<file path="src/lspt_pkg.sv">
// ----------------------------------------------------------------------------
// lspt_pkg
// Shared types and constants for the learning switch port table.
// ----------------------------------------------------------------------------
`default_nettype none

package lspt_pkg;

    localparam int MASK_W      = 8;
    localparam int PORT_FIELD_W = 3;
    localparam int CFG_W       = 4;

    localparam logic [CFG_W-1:0] PORT_COUNT_RESET = 4'd8;

    typedef enum logic [1:0] {
        ST_IDLE,
        ST_SCAN,
        ST_FINISH
    } lspt_state_t;

    typedef struct packed {
        logic [MASK_W-1:0] out_mask;
        logic              flooded;
        logic              learned;
    } lspt_result_t;

endpackage

`default_nettype wire

</file>
<file path="src/lspt_slot_mem.sv">
// ----------------------------------------------------------------------------
// lspt_slot_mem
// Slot storage: learned addresses in a synchronous memory, valid bits in
// flip-flops cleared by reset. Read data is registered.
// ----------------------------------------------------------------------------
`default_nettype none

module lspt_slot_mem #(
    parameter int NUM_PORTS = 8,
    parameter int ADDR_BITS = 8,
    parameter int PW        = 3
) (
    input  wire logic                 clk,
    input  wire logic                 rst_n,
    input  wire logic                 rd_en,
    input  wire logic [PW-1:0]        rd_idx,
    output logic                      rd_valid,
    output logic [ADDR_BITS-1:0]      rd_addr,
    input  wire logic                 wr_en,
    input  wire logic [PW-1:0]        wr_idx,
    input  wire logic [ADDR_BITS-1:0] wr_addr
);

    logic [ADDR_BITS-1:0] slot_addr_mem [NUM_PORTS];
    logic [NUM_PORTS-1:0] slot_vld_reg;
    logic                 rd_vld_reg;
    logic [ADDR_BITS-1:0] rd_addr_reg;

    always_ff @(posedge clk)
    begin
        if (wr_en)
        begin
            slot_addr_mem[wr_idx] <= wr_addr;
        end
        if (rd_en)
        begin
            rd_addr_reg <= slot_addr_mem[rd_idx];
        end
    end

    always_ff @(posedge clk or negedge rst_n)
    begin
        if (!rst_n)
        begin
            slot_vld_reg <= '0;
            rd_vld_reg   <= 1'b0;
        end
        else
        begin
            if (wr_en)
            begin
                slot_vld_reg[wr_idx] <= 1'b1;
            end
            if (rd_en)
            begin
                rd_vld_reg <= slot_vld_reg[rd_idx];
            end
        end
    end

    assign rd_valid = rd_vld_reg;
    assign rd_addr  = rd_addr_reg;

endmodule

`default_nettype wire

</file>
<file path="src/lspt_ctrl.sv">
// ----------------------------------------------------------------------------
// lspt_ctrl
// Scan sequencer: walks the slots once per header, matching source and
// destination together, then learns the source and builds the port mask.
// ----------------------------------------------------------------------------
`default_nettype none

module lspt_ctrl
    import lspt_pkg::*;
#(
    parameter int NUM_PORTS = 8,
    parameter int ADDR_BITS = 8,
    parameter int PW        = 3,
    parameter int CW        = 4
) (
    input  wire logic                    clk,
    input  wire logic                    rst_n,
    input  wire logic                    in_valid,
    output logic                         in_stall,
    input  wire logic [7:0]              src_addr,
    input  wire logic [7:0]              dst_addr,
    input  wire logic [PORT_FIELD_W-1:0] in_port,
    input  wire logic [CFG_W-1:0]        port_count,
    output logic                         rd_en,
    output logic [PW-1:0]                rd_idx,
    input  wire logic                    rd_valid,
    input  wire logic [ADDR_BITS-1:0]    rd_addr,
    output logic                         wr_en,
    output logic [PW-1:0]                wr_idx,
    output logic [ADDR_BITS-1:0]         wr_addr,
    output logic                         res_valid,
    input  wire logic                    res_ready,
    output lspt_result_t                 res
);

    localparam int CMPW = (PW > PORT_FIELD_W) ? PW : PORT_FIELD_W;
    localparam logic [CW-1:0]   LAST_CNT = CW'(NUM_PORTS);
    localparam logic [CMPW:0]   NP_CMP   = (CMPW+1)'(NUM_PORTS);

    lspt_state_t state_reg, state_next;

    logic [CW-1:0]           cnt_reg, cnt_next;
    logic                    proc_vld_reg, proc_vld_next;
    logic [PW-1:0]           proc_idx_reg, proc_idx_next;
    logic [ADDR_BITS-1:0]    src_reg, src_next;
    logic [ADDR_BITS-1:0]    dst_reg, dst_next;
    logic [PORT_FIELD_W-1:0] port_reg, port_next;
    logic                    src_found_reg, src_found_next;
    logic                    all_found_reg, all_found_next;
    logic [PW-1:0]           all_idx_reg, all_idx_next;
    logic                    excl_found_reg, excl_found_next;
    logic [PW-1:0]           excl_idx_reg, excl_idx_next;

    logic            accept;
    logic            scan_done;
    logic            hit_src;
    logic            hit_dst;
    logic            proc_is_port;
    logic            port_in_range;
    logic            learn;
    logic            self_hit;
    logic            found;
    logic [PW-1:0]   hit_idx;
    logic [MASK_W-1:0] mask;

    assign accept    = in_valid && !in_stall;
    assign scan_done = (cnt_reg == LAST_CNT) && !proc_vld_reg;

    assign hit_src      = proc_vld_reg && rd_valid && (rd_addr == src_reg);
    assign hit_dst      = proc_vld_reg && rd_valid && (rd_addr == dst_reg);
    assign proc_is_port = (CMPW'(proc_idx_reg) == CMPW'(port_reg));

    assign port_in_range = ({1'b0, CMPW'(port_reg)} < NP_CMP);
    assign learn         = !src_found_reg && port_in_range;

    // A freshly learned slot holds the source, so the arrival port's old
    // contents take no part in the lookup when learning happens.
    always_comb
    begin
        self_hit = learn && (src_reg == dst_reg);
        if (learn)
        begin
            found = self_hit || excl_found_reg;
            if (self_hit && (!excl_found_reg || (CMPW'(port_reg) < CMPW'(excl_idx_reg))))
            begin
                hit_idx = PW'(port_reg);
            end
            else
            begin
                hit_idx = excl_idx_reg;
            end
        end
        else
        begin
            found   = all_found_reg;
            hit_idx = all_idx_reg;
        end
    end

    always_comb
    begin
        for (int k = 0; k < MASK_W; k++)
        begin
            if (found)
            begin
                mask[k] = (k < NUM_PORTS) && (CMPW'(hit_idx) == CMPW'(k));
            end
            else
            begin
                mask[k] = (k < NUM_PORTS) && (CFG_W'(k) < port_count)
                          && (CMPW'(port_reg) != CMPW'(k));
            end
        end
    end

    // Next state
    always_comb
    begin
        state_next = state_reg;
        case (state_reg)
            ST_IDLE:
            begin
                if (accept)
                begin
                    state_next = ST_SCAN;
                end
            end
            ST_SCAN:
            begin
                if (scan_done)
                begin
                    state_next = ST_FINISH;
                end
            end
            ST_FINISH:
            begin
                if (res_ready)
                begin
                    state_next = ST_IDLE;
                end
            end
            default:
            begin
                state_next = ST_IDLE;
            end
        endcase
    end

    // Outputs
    always_comb
    begin
        in_stall  = 1'b1;
        rd_en     = 1'b0;
        wr_en     = 1'b0;
        res_valid = 1'b0;
        case (state_reg)
            ST_IDLE:
            begin
                in_stall = 1'b0;
            end
            ST_SCAN:
            begin
                rd_en = (cnt_reg != LAST_CNT);
            end
            ST_FINISH:
            begin
                res_valid = 1'b1;
                wr_en     = learn && res_ready;
            end
            default:
            begin
                in_stall = 1'b1;
            end
        endcase
    end

    assign rd_idx  = cnt_reg[PW-1:0];
    assign wr_idx  = PW'(port_reg);
    assign wr_addr = src_reg;

    assign res.out_mask = mask;
    assign res.flooded  = !found;
    assign res.learned  = learn;

    // Scan datapath
    always_comb
    begin
        cnt_next        = cnt_reg;
        proc_vld_next   = 1'b0;
        proc_idx_next   = proc_idx_reg;
        src_next        = src_reg;
        dst_next        = dst_reg;
        port_next       = port_reg;
        src_found_next  = src_found_reg;
        all_found_next  = all_found_reg;
        all_idx_next    = all_idx_reg;
        excl_found_next = excl_found_reg;
        excl_idx_next   = excl_idx_reg;

        if (accept)
        begin
            cnt_next        = '0;
            src_next        = ADDR_BITS'(src_addr);
            dst_next        = ADDR_BITS'(dst_addr);
            port_next       = in_port;
            src_found_next  = 1'b0;
            all_found_next  = 1'b0;
            excl_found_next = 1'b0;
        end
        else if (state_reg == ST_SCAN)
        begin
            if (rd_en)
            begin
                cnt_next      = cnt_reg + 1'b1;
                proc_vld_next = 1'b1;
                proc_idx_next = cnt_reg[PW-1:0];
            end
            if (hit_src)
            begin
                src_found_next = 1'b1;
            end
            // Slots arrive in ascending order, so the first hit is the lowest.
            if (hit_dst && !all_found_reg)
            begin
                all_found_next = 1'b1;
                all_idx_next   = proc_idx_reg;
            end
            if (hit_dst && !proc_is_port && !excl_found_reg)
            begin
                excl_found_next = 1'b1;
                excl_idx_next   = proc_idx_reg;
            end
        end
    end

    always_ff @(posedge clk or negedge rst_n)
    begin
        if (!rst_n)
        begin
            state_reg    <= ST_IDLE;
            cnt_reg      <= '0;
            proc_vld_reg <= 1'b0;
        end
        else
        begin
            state_reg    <= state_next;
            cnt_reg      <= cnt_next;
            proc_vld_reg <= proc_vld_next;
        end
    end

    always_ff @(posedge clk)
    begin
        proc_idx_reg   <= proc_idx_next;
        src_reg        <= src_next;
        dst_reg        <= dst_next;
        port_reg       <= port_next;
        src_found_reg  <= src_found_next;
        all_found_reg  <= all_found_next;
        all_idx_reg    <= all_idx_next;
        excl_found_reg <= excl_found_next;
        excl_idx_reg   <= excl_idx_next;
    end

endmodule

`default_nettype wire

</file>
<file path="src/learning_switch_port_table.sv">
// ----------------------------------------------------------------------------
// learning_switch_port_table
// Learning switch with one address slot per port, producing a port mask.
// ----------------------------------------------------------------------------
// The slot memory has one read port and is walked once per header,
// checking source and destination on the same read, and a final step
// learns the source and hands the result to the output register. A new
// header is accepted once the previous result has moved into the output
// register, even if the downstream side is still stalling it. Slot valid
// bits clear at reset, so no clearing pass is needed.
// port_count may be written whenever cfg_ready is high.
// ----------------------------------------------------------------------------
`default_nettype none

module learning_switch_port_table
    import lspt_pkg::*;
#(
    parameter int NUM_PORTS = 8,
    parameter int ADDR_BITS = 8
) (
    input  wire logic                    clk,
    input  wire logic                    rst_n,
    input  wire logic                    in_valid,
    output logic                         in_stall,
    input  wire logic [7:0]              src_addr,
    input  wire logic [7:0]              dst_addr,
    input  wire logic [PORT_FIELD_W-1:0] in_port,
    output logic                         out_valid,
    input  wire logic                    out_stall,
    output logic [MASK_W-1:0]            out_mask,
    output logic                         flooded,
    output logic                         learned,
    input  wire logic                    cfg_valid,
    output logic                         cfg_ready,
    input  wire logic [CFG_W-1:0]        cfg_data
);

    localparam int PW = $clog2(NUM_PORTS);
    localparam int CW = $clog2(NUM_PORTS + 1);

    logic [CFG_W-1:0]     port_count_reg, port_count_next;
    logic                 out_vld_reg, out_vld_next;
    lspt_result_t         out_res_reg, out_res_next;

    logic                 rd_en;
    logic [PW-1:0]        rd_idx;
    logic                 rd_valid;
    logic [ADDR_BITS-1:0] rd_addr;
    logic                 wr_en;
    logic [PW-1:0]        wr_idx;
    logic [ADDR_BITS-1:0] wr_addr;
    logic                 res_valid;
    logic                 res_ready;
    lspt_result_t         res;

    lspt_slot_mem #(
        .NUM_PORTS (NUM_PORTS),
        .ADDR_BITS (ADDR_BITS),
        .PW        (PW)
    ) u_slot_mem (
        .clk      (clk),
        .rst_n    (rst_n),
        .rd_en    (rd_en),
        .rd_idx   (rd_idx),
        .rd_valid (rd_valid),
        .rd_addr  (rd_addr),
        .wr_en    (wr_en),
        .wr_idx   (wr_idx),
        .wr_addr  (wr_addr)
    );

    lspt_ctrl #(
        .NUM_PORTS (NUM_PORTS),
        .ADDR_BITS (ADDR_BITS),
        .PW        (PW),
        .CW        (CW)
    ) u_ctrl (
        .clk        (clk),
        .rst_n      (rst_n),
        .in_valid   (in_valid),
        .in_stall   (in_stall),
        .src_addr   (src_addr),
        .dst_addr   (dst_addr),
        .in_port    (in_port),
        .port_count (port_count_reg),
        .rd_en      (rd_en),
        .rd_idx     (rd_idx),
        .rd_valid   (rd_valid),
        .rd_addr    (rd_addr),
        .wr_en      (wr_en),
        .wr_idx     (wr_idx),
        .wr_addr    (wr_addr),
        .res_valid  (res_valid),
        .res_ready  (res_ready),
        .res        (res)
    );

    assign cfg_ready = 1'b1;
    assign res_ready = !out_vld_reg || !out_stall;

    always_comb
    begin
        port_count_next = port_count_reg;
        if (cfg_valid && cfg_ready)
        begin
            port_count_next = cfg_data;
        end
    end

    // The output register frees up in the same cycle its beat is taken.
    always_comb
    begin
        out_vld_next = out_vld_reg;
        out_res_next = out_res_reg;
        if (res_ready)
        begin
            out_vld_next = res_valid;
            out_res_next = res;
        end
    end

    always_ff @(posedge clk or negedge rst_n)
    begin
        if (!rst_n)
        begin
            port_count_reg <= PORT_COUNT_RESET;
            out_vld_reg    <= 1'b0;
        end
        else
        begin
            port_count_reg <= port_count_next;
            out_vld_reg    <= out_vld_next;
        end
    end

    always_ff @(posedge clk)
    begin
        out_res_reg <= out_res_next;
    end

    assign out_valid = out_vld_reg;
    assign out_mask  = out_res_reg.out_mask;
    assign flooded   = out_res_reg.flooded;
    assign learned   = out_res_reg.learned;

endmodule

`default_nettype wire

</file>
<file path="config.mk">
export PLATFORM = sky130hd
export DESIGN_NAME = learning_switch_port_table
export DESIGN_NICKNAME = d
export VERILOG_FILES = /design/src/lspt_pkg.sv /design/src/lspt_slot_mem.sv /design/src/lspt_ctrl.sv /design/src/learning_switch_port_table.sv
export SDC_FILE = /design/constraint.sdc
export NUM_CORES = 1
export LEC_CHECK = 0
export ABC_CLOCK_PERIOD_IN_PS = 2100
export BUFFER_PORTS_ARGS = -buffer_cell sky130_fd_sc_hd__clkbuf_2
export CORE_ASPECT_RATIO = 0.7
export CORE_UTILIZATION = 35
export CTS_CLUSTER_SIZE = 8
export DETAILED_ROUTE_END_ITERATION = 7
export GPL_TIMING_DRIVEN = 0
export PLACE_DENSITY_LB_ADDON = 0.2
export SYNTH_ARGS = -nofsm -noshare
export SYNTH_HDL_FRONTEND = slang
export SYNTH_SLANG_ARGS = --single-unit
</file>
<file path="constraint.sdc">
create_clock -name clk -period 2.1 [get_ports clk]
set_input_delay 0.21 -clock clk [delete_from_list [all_inputs] [get_ports clk]]
set_output_delay 0.21 -clock clk [all_outputs]
set_load 0.02 [all_outputs]
</file>
==> results.cfg <==
[route]
wl_per_cell_um = 19.3
drt-initial-drc-count = 253
wl_um = 12600
via_count = 3324
drt_first_pass_iters = 8
antenna_left = 0
viasPerCell = 5.08
drc_errors = 1

[global_routing]
grt_pass1_vias = 3289
grt_pass1_wl_um = 18800
grt_util_met2 = 0.236
grt_max_degree = 27
grtUsageMet3 = 0.0471
gr-max-usage-layer = met2
grt-ovfl-total = 0
antenna_found_initial = 0
track_usage = 0.161
met1_usage = 0.229

[synth]
yosysWarnings = 0
yosysSeqAreaShare = 0.700
synth_top_area_cell = edfxtp_1
synth_top_area_frac = 0.595
synth_async_sr_flop_share = 0.157
netlist_top_cells_count = edfxtp_1 (110), nor2_1 (25), dfrtp_1 (20)
synth_fp_nets = 371
syn-cell-area_mm2 = 0.00555
synth_edf_count = 110
ys_types = 45
synth_flop_cell = edfxtp_1
synth.most_common_cell = edfxtp_1
synthTopCellsByArea = edfxtp_1 (59%), dfrtp_1 (9.0%), mux4_2 (7.3%), xor2_1 (2.7%), mux2_2 (2.4%)
ys_ff_latch = 134
synthCells = 339
avgSynthCellArea_um2 = 16.4

[clock_network]
clk_latency_ns = 0.41
numCtsBuffers = 17
cts_tree = done
cts-htree-levels = 4
clkTransAtPathRegs_ns = 0.05
cts.sinks = 134
root_buffer = clkbuf_16
clk_path_buf_depth = 2

[timing]
min_period_ns = 2.31
setup_violations = 24
grt_setup_unrepaired = yes
max_freq_mhz = 432
fin_crit_sh = 1.10
hold_violations = 0
skew_ns = 0.0131
maxSlewViolCount = 0
worst_slack_ns = -0.214
worst_pin_slew_ns = 0.929
relSlewSlack = 0.379

[floorplanning]
core_area_mm2 = 0.0155
io_pins = 41
start_util = 0.358
rows = 38
die_width_um = 153
die_h_um = 107
die-area_mm2 = 0.0164

[final_layout]
num-nets-final = 474
largest_register = u_slot_mem.slot_addr_mem
final_area_mm2 = 0.00727
largest_reg_flops = 64
area_growth_pct = 30.9
fin_cells = 654
drive_gt1_frac = 0.374
n_antenna_cell = 0

[pwr]
p_leak_nw = 2.63
finalPower_mw = 8.28
p_per_area_mw_per_mm2 = 1140
vdd.ir_drop.worst_mv = 0.558

[setup_path]
crit_chain = inv_2, ha_4, a211o_4, a2111oi_4, a211oi_4, or3_4, o22ai_2
endpoint_kind = register
critPathMaxFanout = 4
worstSetupPathType = reg -> reg
crit_family = compound AO/OA/AOI/OAI gates
setup.worst_path.start_class = register
cp_num_buf_inv = 1
cp.required_ns = 2.35
slowest_stage = a2111oi_4
worstPathArrival_ns = 2.56
critical_path.max_stage_delay_ns = 0.45

[place]
numPortBuffers = 39
place_inst = 578
pre_cts_ws_ns = -0.646
placed_area_mm2 = 0.00602
dp_hpwl_um = 7500
gp_congestion = 0.811

[flow_run]
max-cap-violations = 0

[min_path]
min_path_type = in -> reg

[status]
run_status = finished, violations left
violations = design-rule violations, negative setup slack
where the power goes:
part           switching [mW]  internal, mW
combinational           0.984         0.869
sequential              0.239          3.29
clock                    1.04          1.85
total                    2.26          6.02
cells by family (layout without fill, tap and decap cells):
| group | Yosys count | count (layout) | share of synthesized area |
|---|---|---|---|
| flops | 134 | 134 | 0.700 |
| simple gates | 78 | 78 | 0.0721 |
| compound gates | 39 | 39 | 0.0487 |
| mux | 32 | 32 | 0.101 |
| xor+xnor | 30 | 30 | 0.0527 |
| buf+inv | 21 | 136 | 0.0155 |
| fa+ha+maj | 4 | 4 | 0.00901 |
| other cells | 1 | 1 | 0.000675 |
cells in the final DEF, fill, tap and decap left out, drive strengths merged, types with 6 or more instances in the layout:
cell type / synthesis / final
edfxtp: 110 / 110
clkbuf: 7 / 70
buf: 4 / 27
nor2: 25 / 25
dlygate4sd3: 0 / 20
dfrtp: 20 / 20
mux4: 18 / 18
xor2: 17 / 17
nand2: 13 / 13
xnor2: 13 / 13
mux2: 12 / 12
inv: 10 / 10
or2: 9 / 9
nor3: 9 / 9
o21ai: 9 / 9
nand2b: 6 / 6
a21oi: 6 / 6
o32ai: 6 / 6
worst paths after layout:
kind                       slack [ns]  depth (start not counted)                  startpoint                          to
hold / removal                   0.04                          2                 cfg_data[3]           port_count_reg[3]
hold reg to reg                  0.47                          1  u_slot_mem.slot_vld_reg[3]  u_slot_mem.slot_vld_reg[3]
setup reg to reg                -0.21                          7      u_ctrl.excl_idx_reg[1]                 out_mask[7]
setup / recovery                -0.21                          7      u_ctrl.excl_idx_reg[1]                 out_mask[7]
max in group asynchronous        1.38                          2                       rst_n  u_slot_mem.slot_vld_reg[4]
min in group asynchronous        0.34                          2                       rst_n                   out_valid
per-layer routing:
layer	up-vias	part of all wire	wire (um)
li1	1515	-	-
met1	1678	0.49	6180
met2	101	0.44	5590
met3	30	0.049	612
met4	0	0.018	230
met5	-	0	0
metrics by stage:
step / util / hold slack, ns / setup TNS, ns
4_1_cts: 0.457 / 0.0171 / -0.375
5_1_grt: 0.469 / 0.0209 / -4.08
3_3_place_gp: 0.388 / 0.207 / -44.01
6_report: 0.469 / 0.0362 / -1.80
2_1_floorplan: - / -0.0856 / 0
3_5_place_dp: 0.388 / 0.213 / -38.76
what timing repair did:
| item | CTS | global route |
|---|---|---|
| hold buffers | 20 | 0 |
| gates resized for setup | 32 | 14 |
| setup buffers | 18 | 7 |
| pin swaps | 14 | 8 |
| endpoints found under the setup margin | 96 | 87 |
| hold endpoints to repair | 39 | 0 |
cell type report:
type	count	area, um^2
buffer	11	61.3
clock buffer	22	444
clock inverter	9	129
fill	1358	8230
inverter	10	37.5
multi-input combinational	184	1770
sequential	134	3890
tap	200	250
timing repair buffer	84	683
(Power assumes the default switching activity.)
